## config.mk

```make
export PLATFORM = sky130hd
export DESIGN_NAME = flv_tag_demultiplexer_flat
export DESIGN_NICKNAME = d
export VERILOG_FILES = /design/src/design/flvd_pkg.sv /design/src/design/flvd_in_if.sv /design/src/design/flvd_out_if.sv /design/src/design/flvd_parser.sv /design/src/design/flvd_emitter.sv /design/src/design/flv_tag_demultiplexer.sv /design/src/flat_wrapper.sv
export SDC_FILE = /design/constraint.sdc
export NUM_CORES = 1
export LEC_CHECK = 0
export BUFFER_PORTS_ARGS = -buffer_cell sky130_fd_sc_hd__buf_4
export CORE_MARGIN = 10
export CORE_UTILIZATION = 61
export CTS_CLUSTER_DIAMETER = 40
export DETAILED_ROUTE_END_ITERATION = 12
export PLACE_DENSITY = 0.87
export SLEW_MARGIN = 10
export SYNTH_ARGS = -nofsm -noshare
export SYNTH_HDL_FRONTEND = slang
export SYNTH_SLANG_ARGS = --single-unit
```

## constraint.sdc

```tcl
create_clock -name clk -period 27.3 [get_ports clk]
set_input_delay 4.095 -clock clk [delete_from_list [all_inputs] [get_ports clk]]
set_output_delay 4.095 -clock clk [all_outputs]
set_load 0.1 [all_outputs]
```

## src/design/flvd_pkg.sv

```systemverilog
// Shared types and constants for the FLV tag demultiplexer.
// No dependencies; the parser, the emitter and the top level import this package.
package flvd_pkg;

  localparam int unsigned FILE_HDR_LEN = 9;
  localparam int unsigned TAG_HDR_LEN  = 11;
  localparam int unsigned BACKPTR_LEN  = 4;
  localparam int unsigned REPLAY_LEN   = FILE_HDR_LEN + BACKPTR_LEN;

  localparam logic [7:0] TAG_AUDIO  = 8'd8;
  localparam logic [7:0] TAG_VIDEO  = 8'd9;
  localparam logic [7:0] TAG_SCRIPT = 8'd18;

  localparam int unsigned CFG_IDX_W = 1;
  localparam int unsigned CFG_DATA_W = 1;
  localparam logic [CFG_IDX_W-1:0] CFG_AUDIO_EN = 1'd0;
  localparam logic [CFG_IDX_W-1:0] CFG_VIDEO_EN = 1'd1;

  typedef enum logic [1:0] {
    KIND_AUDIO = 2'd0,
    KIND_VIDEO = 2'd1,
    KIND_TAG   = 2'd2,
    KIND_HDR   = 2'd3
  } kind_t;

  // Which results a job still owes, in the order they go out.
  typedef struct packed {
    logic hdr;
    logic info;
    logic audio;
    logic replay;
    logic video;
  } job_flags_t;

  typedef struct packed {
    logic        valid;
    job_flags_t  flags;
    logic [7:0]  data;
    logic [71:0] fh;        // file header, byte 0 most significant
    logic [7:0]  tag_kind;
    logic [23:0] payload_size;
    logic [23:0] tag_time;
    logic [31:0] tail_word;
  } job_t;

  function automatic logic reported_type(input logic [7:0] t);
    return (t == TAG_AUDIO) || (t == TAG_VIDEO) || (t == TAG_SCRIPT);
  endfunction

endpackage

```

## src/design/flvd_in_if.sv

```systemverilog
// Input channel of the FLV demultiplexer: one file byte per beat.
// Depends on nothing but the valid/ready convention.
interface flvd_in_if;
  logic       valid;
  logic       ready;
  logic [7:0] stream_byte;
  logic       start_of_file;

  modport source (output valid, output stream_byte, output start_of_file, input ready);
  modport sink   (input valid, input stream_byte, input start_of_file, output ready);
endinterface

```

## src/design/flvd_out_if.sv

```systemverilog
// Result channel of the FLV demultiplexer: one result item per beat.
// Depends on nothing but the valid/ready convention.
interface flvd_out_if;
  logic        valid;
  logic        ready;
  logic [1:0]  result_kind;
  logic [7:0]  out_byte;
  logic [7:0]  tag_kind;
  logic [23:0] payload_size;
  logic [23:0] tag_time;
  logic [31:0] tail_word;
  logic [7:0]  first_payload;
  logic [23:0] signature_bytes;
  logic [7:0]  format_version;
  logic [7:0]  header_flags;
  logic [31:0] data_start;
  logic        last_of_run;

  modport source (
    output valid, output result_kind, output out_byte, output tag_kind,
    output payload_size, output tag_time, output tail_word, output first_payload,
    output signature_bytes, output format_version, output header_flags,
    output data_start, output last_of_run, input ready
  );
  modport sink (
    input valid, input result_kind, input out_byte, input tag_kind,
    input payload_size, input tag_time, input tail_word, input first_payload,
    input signature_bytes, input format_version, input header_flags,
    input data_start, input last_of_run, output ready
  );
endinterface

```

## src/design/flvd_parser.sv

```systemverilog
// Byte parser: tracks the FLV structure and turns each input beat into a job
// that lists the results it causes. Depends on flvd_pkg and flvd_in_if.
module flvd_parser (
  input  logic                               clk,
  input  logic                               rst_n,
  flvd_in_if.sink                            in_ch,
  input  logic                               cfg_we,
  input  logic [flvd_pkg::CFG_IDX_W-1:0]     cfg_index,
  input  logic [flvd_pkg::CFG_DATA_W-1:0]    cfg_wdata,
  output flvd_pkg::job_t                     job,
  input  logic                               job_ready
);
  import flvd_pkg::*;

  typedef enum logic [2:0] {
    PH_FILEHDR,
    PH_SKIP,
    PH_PREV,
    PH_PREVV,
    PH_TAGHDR,
    PH_PAYLOAD
  } phase_t;

  phase_t      phase_r, phase_nxt, eff_phase;
  logic [31:0] cnt_r, cnt_nxt, eff_cnt;
  logic [23:0] pl_r, pl_nxt, eff_pl;
  logic        vs_r, vs_nxt, eff_vs;
  logic [71:0] fh_r, fh_nxt;
  logic [87:0] th_r, th_nxt;
  logic        audio_en_r, video_en_r;
  logic        accept;
  logic        video_req;
  logic [7:0]  b;
  logic [7:0]  tag0;
  logic [31:0] offset;
  logic [23:0] tag_sz;
  logic        first_byte;

  assign accept      = in_ch.valid && job_ready;
  assign in_ch.ready = job_ready;
  assign b           = in_ch.stream_byte;
  assign tag_sz      = th_r[79:56];

  always_comb begin
    if (in_ch.start_of_file) begin
      eff_phase = PH_FILEHDR;
      eff_cnt   = '0;
      eff_pl    = '0;
      eff_vs    = 1'b0;
    end else begin
      eff_phase = phase_r;
      eff_cnt   = cnt_r;
      eff_pl    = pl_r;
      eff_vs    = vs_r;
    end
  end

  always_comb begin
    phase_nxt  = eff_phase;
    cnt_nxt    = eff_cnt;
    pl_nxt     = eff_pl;
    vs_nxt     = eff_vs;
    fh_nxt     = fh_r;
    th_nxt     = th_r;
    video_req  = 1'b0;
    tag0       = th_r[87:80];
    offset     = '0;
    first_byte = 1'b0;
    job              = '0;
    job.data         = b;
    job.tag_kind     = th_r[87:80];
    job.payload_size = tag_sz;
    job.tag_time     = th_r[55:32];
    job.tail_word    = th_r[31:0];

    case (eff_phase)
      PH_FILEHDR: begin
        for (int i = 0; i < FILE_HDR_LEN; i++) begin
          if (eff_cnt[3:0] == 4'(i)) fh_nxt[71-8*i -: 8] = b;
        end
        cnt_nxt = eff_cnt + 32'd1;
        if (eff_cnt[3:0] == 4'(FILE_HDR_LEN - 1)) begin
          job.flags.hdr = 1'b1;
          offset = fh_nxt[31:0];
          // Offsets that point inside the header behave as if they pointed just past it.
          if (offset < 32'(FILE_HDR_LEN)) offset = 32'(FILE_HDR_LEN);
          cnt_nxt   = offset - 32'(FILE_HDR_LEN);
          phase_nxt = (cnt_nxt != '0) ? PH_SKIP : PH_PREV;
        end
      end
      PH_SKIP: begin
        cnt_nxt = eff_cnt - 32'd1;
        if (cnt_nxt == '0) phase_nxt = PH_PREV;
      end
      PH_PREV, PH_PREVV: begin
        // A nonzero payload_left here marks the info owed by a zero-size tag.
        if (eff_pl != '0 && eff_cnt == '0) begin
          job.flags.info = 1'b1;
          pl_nxt = '0;
        end
        video_req = (eff_phase == PH_PREVV);
        cnt_nxt   = eff_cnt + 32'd1;
        if (eff_cnt[1:0] == 2'(BACKPTR_LEN - 1)) begin
          cnt_nxt   = '0;
          pl_nxt    = '0;
          phase_nxt = PH_TAGHDR;
        end
      end
      PH_TAGHDR: begin
        for (int i = 0; i < TAG_HDR_LEN; i++) begin
          if (eff_cnt[3:0] == 4'(i)) th_nxt[87-8*i -: 8] = b;
        end
        tag0      = th_nxt[87:80];
        video_req = (tag0 == TAG_VIDEO);
        cnt_nxt   = eff_cnt + 32'd1;
        if (eff_cnt[3:0] == 4'(TAG_HDR_LEN - 1)) begin
          cnt_nxt = '0;
          pl_nxt  = th_nxt[79:56];
          if (pl_nxt != '0) begin
            phase_nxt = PH_PAYLOAD;
          end else begin
            pl_nxt    = {23'd0, reported_type(tag0)};
            phase_nxt = (tag0 == TAG_VIDEO) ? PH_PREVV : PH_PREV;
          end
        end
      end
      PH_PAYLOAD: begin
        first_byte = (eff_pl == tag_sz);
        if (first_byte && reported_type(tag0)) job.flags.info = 1'b1;
        if (tag0 == TAG_AUDIO) begin
          job.flags.audio = !first_byte && audio_en_r;
        end else if (tag0 == TAG_VIDEO) begin
          video_req = 1'b1;
        end
        pl_nxt = eff_pl - 24'd1;
        if (pl_nxt == '0) begin
          cnt_nxt   = '0;
          phase_nxt = (tag0 == TAG_VIDEO) ? PH_PREVV : PH_PREV;
        end
      end
      default: begin
        phase_nxt = PH_FILEHDR;
      end
    endcase

    if (video_req && video_en_r) begin
      job.flags.video = 1'b1;
      if (!eff_vs) begin
        job.flags.replay = 1'b1;
        vs_nxt = 1'b1;
      end
    end
    job.fh    = fh_nxt;
    job.valid = in_ch.valid && (job.flags != '0);
  end

  always_ff @(posedge clk) begin
    if (!rst_n) begin
      phase_r    <= PH_FILEHDR;
      cnt_r      <= '0;
      pl_r       <= '0;
      vs_r       <= 1'b0;
      audio_en_r <= 1'b0;
      video_en_r <= 1'b0;
    end else begin
      if (accept) begin
        phase_r <= phase_nxt;
        cnt_r   <= cnt_nxt;
        pl_r    <= pl_nxt;
        vs_r    <= vs_nxt;
      end
      if (cfg_we && cfg_index == CFG_AUDIO_EN) audio_en_r <= cfg_wdata[0];
      if (cfg_we && cfg_index == CFG_VIDEO_EN) video_en_r <= cfg_wdata[0];
    end
  end

  always_ff @(posedge clk) begin
    if (accept) begin
      fh_r <= fh_nxt;
      th_r <= th_nxt;
    end
  end

  a_skip_nonzero: assert property (@(posedge clk) disable iff (!rst_n)
    phase_r == PH_SKIP |-> cnt_r != '0)
    else $error("offset skip phase entered with an empty count");
  a_taghdr_range: assert property (@(posedge clk) disable iff (!rst_n)
    phase_r == PH_TAGHDR |-> cnt_r < 32'(TAG_HDR_LEN))
    else $error("tag header position out of range");
  a_payload_nonzero: assert property (@(posedge clk) disable iff (!rst_n)
    phase_r == PH_PAYLOAD |-> pl_r != '0)
    else $error("payload phase with nothing left to read");

endmodule

```

## src/design/flvd_emitter.sv

```systemverilog
// Result sequencer: holds one job and plays out its results, one per beat,
// into the output register. Depends on flvd_pkg and flvd_out_if.
module flvd_emitter (
  input  logic           clk,
  input  logic           rst_n,
  input  flvd_pkg::job_t job,
  output logic           job_ready,
  flvd_out_if.source     out_ch
);
  import flvd_pkg::*;

  job_t        job_r;
  logic        job_valid_r;
  logic [3:0]  rep_cnt_r;
  job_flags_t  rem;
  logic        emit;
  logic        last;
  logic [7:0]  rep_byte;

  logic        out_valid_r;
  kind_t       kind_r, kind_nxt;
  logic [7:0]  byte_r, byte_nxt;
  logic        last_r;

  assign emit      = job_valid_r && (!out_valid_r || out_ch.ready);
  assign last      = (rem == '0);
  assign job_ready = !job_valid_r || (emit && last);

  always_comb begin
    rep_byte = '0;
    for (int i = 0; i < FILE_HDR_LEN; i++) begin
      if (rep_cnt_r == 4'(i)) rep_byte = job_r.fh[71-8*i -: 8];
    end
  end

  // Results go out in the order header info, tag info, audio, header replay, video.
  always_comb begin
    rem      = job_r.flags;
    kind_nxt = KIND_VIDEO;
    byte_nxt = '0;
    if (job_r.flags.hdr) begin
      kind_nxt = KIND_HDR;
      rem.hdr  = 1'b0;
    end else if (job_r.flags.info) begin
      kind_nxt = KIND_TAG;
      rem.info = 1'b0;
    end else if (job_r.flags.audio) begin
      kind_nxt  = KIND_AUDIO;
      byte_nxt  = job_r.data;
      rem.audio = 1'b0;
    end else if (job_r.flags.replay) begin
      byte_nxt = rep_byte;
      if (rep_cnt_r == 4'(REPLAY_LEN - 1)) rem.replay = 1'b0;
    end else begin
      byte_nxt  = job_r.data;
      rem.video = 1'b0;
    end
  end

  always_ff @(posedge clk) begin
    if (!rst_n) begin
      job_valid_r <= 1'b0;
      rep_cnt_r   <= '0;
      out_valid_r <= 1'b0;
    end else begin
      if (job_ready) begin
        job_valid_r <= job.valid;
        rep_cnt_r   <= '0;
      end else if (emit) begin
        // The count stops on the last replay beat.
        if (job_r.flags.replay && !job_r.flags.hdr && !job_r.flags.info
            && !job_r.flags.audio && rem.replay) begin
          rep_cnt_r <= rep_cnt_r + 4'd1;
        end
      end
      if (emit) begin
        out_valid_r <= 1'b1;
      end else if (out_ch.ready) begin
        out_valid_r <= 1'b0;
      end
    end
  end

  always_ff @(posedge clk) begin
    if (job_ready) begin
      job_r <= job;
    end else if (emit) begin
      job_r.flags <= rem;
    end
    if (emit) begin
      kind_r <= kind_nxt;
      byte_r <= byte_nxt;
      last_r <= last;
      out_ch.tag_kind        <= (kind_nxt == KIND_TAG) ? job_r.tag_kind : '0;
      out_ch.payload_size    <= (kind_nxt == KIND_TAG) ? job_r.payload_size : '0;
      out_ch.tag_time        <= (kind_nxt == KIND_TAG) ? job_r.tag_time : '0;
      out_ch.tail_word       <= (kind_nxt == KIND_TAG) ? job_r.tail_word : '0;
      out_ch.first_payload   <= (kind_nxt == KIND_TAG) ? job_r.data : '0;
      out_ch.signature_bytes <= (kind_nxt == KIND_HDR) ? job_r.fh[71:48] : '0;
      out_ch.format_version  <= (kind_nxt == KIND_HDR) ? job_r.fh[47:40] : '0;
      out_ch.header_flags    <= (kind_nxt == KIND_HDR) ? job_r.fh[39:32] : '0;
      out_ch.data_start      <= (kind_nxt == KIND_HDR) ? job_r.fh[31:0] : '0;
    end
  end

  assign out_ch.valid       = out_valid_r;
  assign out_ch.result_kind = kind_r;
  assign out_ch.out_byte    = byte_r;
  assign out_ch.last_of_run = last_r;

  a_job_nonempty: assert property (@(posedge clk) disable iff (!rst_n)
    job_valid_r |-> job_r.flags != '0)
    else $error("held job owes no result");
  a_replay_range: assert property (@(posedge clk) disable iff (!rst_n)
    job_valid_r |-> rep_cnt_r < 4'(REPLAY_LEN))
    else $error("header replay ran past its length");
  a_hdr_alone: assert property (@(posedge clk) disable iff (!rst_n)
    out_valid_r && kind_r == KIND_HDR |-> last_r)
    else $error("header info not the only result of its byte");

endmodule

```

## src/design/flv_tag_demultiplexer.sv

```systemverilog
// Top level of the FLV tag demultiplexer: byte parser feeding a result sequencer.
// Depends on flvd_pkg, flvd_in_if, flvd_out_if, flvd_parser and flvd_emitter.
// Each result is registered in the sequencer's job register, then its output register;
// with the output not stalled, single-result or result-free bytes flow at one per cycle,
// and a beat with more results, such as a header replay, holds input until all are out.
// Reset (rst_n low, synchronous) clears parse state and both enables.
module flv_tag_demultiplexer (
  input  logic                            clk,
  input  logic                            rst_n,
  flvd_in_if.sink                         in_ch,
  flvd_out_if.source                      out_ch,
  input  logic                            cfg_we,
  input  logic [flvd_pkg::CFG_IDX_W-1:0]  cfg_index,
  input  logic [flvd_pkg::CFG_DATA_W-1:0] cfg_wdata
);
  import flvd_pkg::*;

  job_t job;
  logic job_ready;

  flvd_parser u_parser (
    .clk       (clk),
    .rst_n     (rst_n),
    .in_ch     (in_ch),
    .cfg_we    (cfg_we),
    .cfg_index (cfg_index),
    .cfg_wdata (cfg_wdata),
    .job       (job),
    .job_ready (job_ready)
  );

  flvd_emitter u_emitter (
    .clk       (clk),
    .rst_n     (rst_n),
    .job       (job),
    .job_ready (job_ready),
    .out_ch    (out_ch)
  );

endmodule

```

## src/flat_wrapper.sv

```systemverilog
// flat-port wrapper written by rule: the top's interface ports become plain ports
module flv_tag_demultiplexer_flat import flvd_pkg::*;
  (clk, rst_n, cfg_we, cfg_index, cfg_wdata, in_ch_valid, in_ch_stream_byte, in_ch_start_of_file, in_ch_ready, out_ch_valid, out_ch_result_kind, out_ch_out_byte, out_ch_tag_kind, out_ch_payload_size, out_ch_tag_time, out_ch_tail_word, out_ch_first_payload, out_ch_signature_bytes, out_ch_format_version, out_ch_header_flags, out_ch_data_start, out_ch_last_of_run, out_ch_ready);
  flvd_in_if in_ch_i ();
  flvd_out_if out_ch_i ();
  input  logic clk;
  input  logic rst_n;
  input  logic cfg_we;
  input  logic [flvd_pkg::CFG_IDX_W-1:0] cfg_index;
  input  logic [flvd_pkg::CFG_DATA_W-1:0] cfg_wdata;
  input wire logic [$bits(in_ch_i.valid)-1:0] in_ch_valid;
  input wire logic [$bits(in_ch_i.stream_byte)-1:0] in_ch_stream_byte;
  input wire logic [$bits(in_ch_i.start_of_file)-1:0] in_ch_start_of_file;
  output wire logic [$bits(in_ch_i.ready)-1:0] in_ch_ready;
  output wire logic [$bits(out_ch_i.valid)-1:0] out_ch_valid;
  output wire logic [$bits(out_ch_i.result_kind)-1:0] out_ch_result_kind;
  output wire logic [$bits(out_ch_i.out_byte)-1:0] out_ch_out_byte;
  output wire logic [$bits(out_ch_i.tag_kind)-1:0] out_ch_tag_kind;
  output wire logic [$bits(out_ch_i.payload_size)-1:0] out_ch_payload_size;
  output wire logic [$bits(out_ch_i.tag_time)-1:0] out_ch_tag_time;
  output wire logic [$bits(out_ch_i.tail_word)-1:0] out_ch_tail_word;
  output wire logic [$bits(out_ch_i.first_payload)-1:0] out_ch_first_payload;
  output wire logic [$bits(out_ch_i.signature_bytes)-1:0] out_ch_signature_bytes;
  output wire logic [$bits(out_ch_i.format_version)-1:0] out_ch_format_version;
  output wire logic [$bits(out_ch_i.header_flags)-1:0] out_ch_header_flags;
  output wire logic [$bits(out_ch_i.data_start)-1:0] out_ch_data_start;
  output wire logic [$bits(out_ch_i.last_of_run)-1:0] out_ch_last_of_run;
  input wire logic [$bits(out_ch_i.ready)-1:0] out_ch_ready;
  assign in_ch_i.valid = in_ch_valid;
  assign in_ch_i.stream_byte = in_ch_stream_byte;
  assign in_ch_i.start_of_file = in_ch_start_of_file;
  assign in_ch_ready = in_ch_i.ready;
  assign out_ch_valid = out_ch_i.valid;
  assign out_ch_result_kind = out_ch_i.result_kind;
  assign out_ch_out_byte = out_ch_i.out_byte;
  assign out_ch_tag_kind = out_ch_i.tag_kind;
  assign out_ch_payload_size = out_ch_i.payload_size;
  assign out_ch_tag_time = out_ch_i.tag_time;
  assign out_ch_tail_word = out_ch_i.tail_word;
  assign out_ch_first_payload = out_ch_i.first_payload;
  assign out_ch_signature_bytes = out_ch_i.signature_bytes;
  assign out_ch_format_version = out_ch_i.format_version;
  assign out_ch_header_flags = out_ch_i.header_flags;
  assign out_ch_data_start = out_ch_i.data_start;
  assign out_ch_last_of_run = out_ch_i.last_of_run;
  assign out_ch_i.ready = out_ch_ready;
  flv_tag_demultiplexer u_core (.clk(clk), .rst_n(rst_n), .in_ch(in_ch_i), .out_ch(out_ch_i), .cfg_we(cfg_we), .cfg_index(cfg_index), .cfg_wdata(cfg_wdata));
endmodule
```

==> results.rst <==
.. list-table::
   :header-rows: 1

   * - Metric
     - Value
   * - I/O pin count
     - 197
   * - CTS Hold Buffers Added
     - 0
   * - CTS buffer count
     - 75
   * - Number of search-and-repair iterations in the first detailed-routing pass
     - 6
   * - Post-synthesis instance area
     - 27800 µm²
   * - Leakage power
     - 11.9 nW
   * - Reg2Reg Depth
     - 17
   * - Count of nets left with antenna violations after detail routing
     - 0
   * - Power Density
     - 65.5 nW/µm²
   * - Worst hold endpoint
     - u_core.u_emitter.job_r[26]
   * - Most used standard cell by instance count after synthesis
     - sky130_fd_sc_hd__edfxtp_1
   * - Number of unique standard cell types used by synthesis
     - 89
   * - First-pass GRT wire length
     - 133000 µm
   * - Most common library cells after synthesis
     - sky130_fd_sc_hd__edfxtp_1, sky130_fd_sc_hd__and2_1, sky130_fd_sc_hd__nand2_1
   * - Critical Path Source Type
     - input pin
   * - Growth of design area from synthesis to finish
     - 15.9%
   * - Path type of the worst min-delay path
     - register to register
   * - Filler Cells Inserted
     - 2835
   * - Final sum of negative setup slack
     - 0 ps
   * - Worst path required time
     - 27800 ps
   * - Endpoint type of the worst setup path
     - register
   * - Per-instance average area after synthesis
     - 11.7 µm²
   * - Die width
     - 233 µm
   * - Net count, final
     - 2526
   * - Avg Vias per Cell
     - 6.90
   * - Number of flops mapped to enable cells by yosys
     - 512
   * - Worst-case clock buffer depth
     - 3
   * - Worst slew margin
     - 22.4%
   * - Hold Vio Cnt, Final
     - 0
   * - Top cells by area, synth
     - sky130_fd_sc_hd__edfxtp_1, sky130_fd_sc_hd__dfxtp_1, sky130_fd_sc_hd__and2_1
   * - Skew-Pair Late Insertion Delay
     - 640 ps
   * - Routed length per instance
     - 28.2 µm
   * - Largest net degree at the start of global routing
     - 180
   * - Reg2Reg Setup Slack
     - 20210 ps
   * - Starting utilization of the core area
     - 61.4%
   * - Peak ir drop on the vdd network
     - 0.0000761 V
   * - GR Overflow Total
     - 0
   * - Fmax
     - 0.0907 GHz
   * - Die Y
     - 233 µm
   * - Clock slew at the register clock pins of the worst setup and hold paths
     - 70 ps
   * - Final Routed Wirelength
     - 89000 µm
   * - Cell count after synthesis
     - 2363
   * - Total global routing track utilization
     - 32.1%
   * - Ratio of final minimum period to clock period
     - 40.4%
   * - Share of cells above drive strength 1
     - 18.4%
   * - CP Launch Point
     - in_ch_start_of_file
   * - Async set-reset flop share out of synthesis
     - 0%
   * - Vias after detailed routing
     - 21800
   * - Count of instances resized after the clock tree is built
     - 0
   * - Most used DFF post-synth
     - sky130_fd_sc_hd__edfxtp_1
   * - Worst clock skew
     - 38.1 ps
   * - Post-route total power
     - 0.00211 W
   * - Register bit total from synthesis
     - 580
   * - Die ar.
     - 54400 µm²
   * - Number of max-cap violations
     - 0
   * - Core Box Area
     - 45200 µm²
   * - # rows
     - 78
   * - Detailed router's first-iteration violation count
     - 3408
   * - Minimum period implied by the final worst setup slack
     - 11020 ps
   * - Synthesized netlist net count
     - 2395
   * - Number of cells traversed by the worst hold path
     - 0
   * - RSZ-0062 raised after global routing
     - false
   * - Part of the Yosys area used for sequential elements
     - 60.3%
   * - Library cell occupying the most area in the post-synthesis netlist
     - sky130_fd_sc_hd__edfxtp_1
   * - Endpoints failing setup
     - 0
   * - Data arrival, critical path
     - 11520 ps
   * - Result of the run
     - finished, final reports clean
   * - Synth warnings
     - 0
   * - H-tree levels
     - 3
   * - Clk root buf
     - sky130_fd_sc_hd__clkbuf_16
   * - PortBufs
     - 196
   * - TritonCTS clock tree
     - yes
   * - Gpl congestion
     - 0.960
   * - Slew Limit Fails
     - 0
   * - Antenna violations before repair
     - 1
   * - Critical hold path startpoint
     - u_core.u_parser.th_r[26]
   * - Reg-to-Reg Start
     - u_core.u_parser.cnt_r[1]
   * - Post-DP HPWL
     - 56100 µm
   * - CTS sink cnt
     - 580
   * - Post-CTS setup-driven buffer insertion count
     - 0
   * - Vias in the first global route
     - 20800
   * - Synth top area share
     - 55.4%
   * - Capturing point of the worst reg2reg path
     - u_core.u_parser.pl_r[3]
   * - Startpoint-to-endpoint class of the critical path
     - input pin to register
   * - Crit-path max FO
     - 62
   * - Worst Tran Pin Value
     - 1160 ps
   * - Remaining routing DRC violations
     - 0
[worst max path at each step]
stage	cells after the start	endpoint	slack [ps]
2_1_floorplan	7	u_core.u_parser.phase_r[2]	3340
3_3_place_gp	20	u_core.u_parser.pl_r[3]	15960
3_5_place_dp	20	u_core.u_parser.pl_r[3]	15820
4_1_cts	20	u_core.u_parser.pl_r[3]	16470
5_1_grt	20	u_core.u_parser.pl_r[3]	15730
6_report	20	u_core.u_parser.pl_r[3]	16280
[worst max-delay path: stages]
cell	delay (ps)
sky130_fd_sc_hd__buf_4	310
sky130_fd_sc_hd__inv_1	150
sky130_fd_sc_hd__buf_4	460
sky130_fd_sc_hd__nand2_1	270
sky130_fd_sc_hd__inv_1	140
sky130_fd_sc_hd__ha_1	390
sky130_fd_sc_hd__nand4bb_1	880
sky130_fd_sc_hd__mux2_2	490
sky130_fd_sc_hd__or4b_1	570
sky130_fd_sc_hd__nor2_1	620
sky130_fd_sc_hd__nand3_1	260
sky130_fd_sc_hd__o21a_1	190
sky130_fd_sc_hd__ha_1	300
sky130_fd_sc_hd__a311oi_1	800
sky130_fd_sc_hd__a2111oi_0	280
sky130_fd_sc_hd__xnor2_1	230
sky130_fd_sc_hd__a211oi_1	430
sky130_fd_sc_hd__nand2_1	200
sky130_fd_sc_hd__and3_1	240
sky130_fd_sc_hd__o21a_1	180
[metal layers]
layer	part of all wire, %	GRT usage (%)
met5	0	0
met4	4.1	12.9
met3	13	8.17
met2	46	49.5
met1	38	43.0
[cell families after synthesis]
family | after synthesis | synth area share, %
mux | 126 | 4.90
buf+inv | 197 | 2.78
xor+xnor | 80 | 2.52
simple gates | 913 | 17.7
flops | 580 | 60.3
fa+ha+maj | 16 | 0.721
compound gates | 451 | 11.1
[metrics by stage]
step                cell area (µm²)  hold WS, ps  std cells  utilization [%]  setup WS, ps
floorplan                     27800          400       2363                -          3340
global placement              29600          401       3017             65.5         15960
detailed placement            29600          405       3017             65.5         15820
CTS                           32200          412       3155             71.2         16470
global route                  32200          420       3156             71.2         15730
finish                        32200          414       3156             71.2         16280
[state kept, by name (all words and copies together) (netlist names), 4 cells and up]
name,cells
u_core.u_parser.th_r,88
u_core.u_emitter.job_r,173
u_core.u_emitter.out_ch.signature_bytes,24
u_core.u_emitter.out_ch.header_flags,8
u_core.u_emitter.out_ch.format_version,8
u_core.u_emitter.out_ch.tag_time,24
u_core.u_parser.pl_r,24
u_core.u_emitter.out_ch.out_byte,8
u_core.u_parser.cnt_r,32
u_core.u_emitter.out_ch.first_payload,8
u_core.u_emitter.out_ch.tail_word,32
u_core.u_emitter.out_ch.tag_kind,8
u_core.u_emitter.out_ch.data_start,32
u_core.u_emitter.rep_cnt_r,4
u_core.u_parser.fh_r,72
u_core.u_emitter.out_ch.payload_size,24
[cells in the final DEF (no fill, tap or decap), types with 10 or more instances in the layout]
cell type | netlist | routed
sky130_fd_sc_hd__edfxtp_1 | 512 | 512
sky130_fd_sc_hd__buf_4 | 0 | 221
sky130_fd_sc_hd__and2_1 | 182 | 182
sky130_fd_sc_hd__nand2_1 | 173 | 173
sky130_fd_sc_hd__nor2_1 | 171 | 168
sky130_fd_sc_hd__o21ai_0 | 95 | 95
sky130_fd_sc_hd__mux2_2 | 80 | 80
sky130_fd_sc_hd__clkbuf_16 | 0 | 77
sky130_fd_sc_hd__nand3_1 | 70 | 70
sky130_fd_sc_hd__nor3_1 | 69 | 69
sky130_fd_sc_hd__dfxtp_1 | 68 | 68
sky130_fd_sc_hd__a21oi_1 | 68 | 67
sky130_fd_sc_hd__nor2b_1 | 58 | 56
sky130_fd_sc_hd__xnor2_1 | 54 | 54
sky130_fd_sc_hd__mux2i_1 | 46 | 46
sky130_fd_sc_hd__a31oi_1 | 41 | 41
sky130_fd_sc_hd__nor4_1 | 35 | 35
sky130_fd_sc_hd__a22oi_1 | 30 | 30
sky130_fd_sc_hd__inv_1 | 28 | 28
sky130_fd_sc_hd__a211oi_1 | 27 | 27
sky130_fd_sc_hd__nand4_1 | 27 | 27
sky130_fd_sc_hd__xor2_1 | 26 | 26
sky130_fd_sc_hd__o211ai_1 | 20 | 20
sky130_fd_sc_hd__and3_1 | 18 | 18
sky130_fd_sc_hd__ha_1 | 16 | 16
sky130_fd_sc_hd__a221oi_1 | 15 | 15
sky130_fd_sc_hd__or3_1 | 13 | 13
sky130_fd_sc_hd__nor4bb_1 | 15 | 13
sky130_fd_sc_hd__o32ai_1 | 13 | 13
sky130_fd_sc_hd__or2_2 | 12 | 12
sky130_fd_sc_hd__o221ai_1 | 11 | 11
sky130_fd_sc_hd__o31ai_1 | 11 | 11
sky130_fd_sc_hd__o22ai_1 | 11 | 11
sky130_fd_sc_hd__clkinv_1 | 1 | 11
sky130_fd_sc_hd__or4_1 | 10 | 10
sky130_fd_sc_hd__a222oi_1 | 10 | 10
[layout make-up]
type	instances	area (µm²)	area share [%]
well taps	600	751	2.33
clock inverters	50	558	1.73
flip-flops and latches	580	16700	52.0
inverters	29	110	0.342
clock buffers	88	2000	6.21
diodes	1	2.50	0.00778
multi-input cells	1586	10300	32.1
repair buffers	222	1680	5.22
[power by group]
group          switching (W)  internal, W
Combinational      0.0000755    0.0000352
Clock               0.000419     0.000580
Sequential         0.0000175     0.000979
Total               0.000512      0.00159
Power figures use the tool's default switching activity.
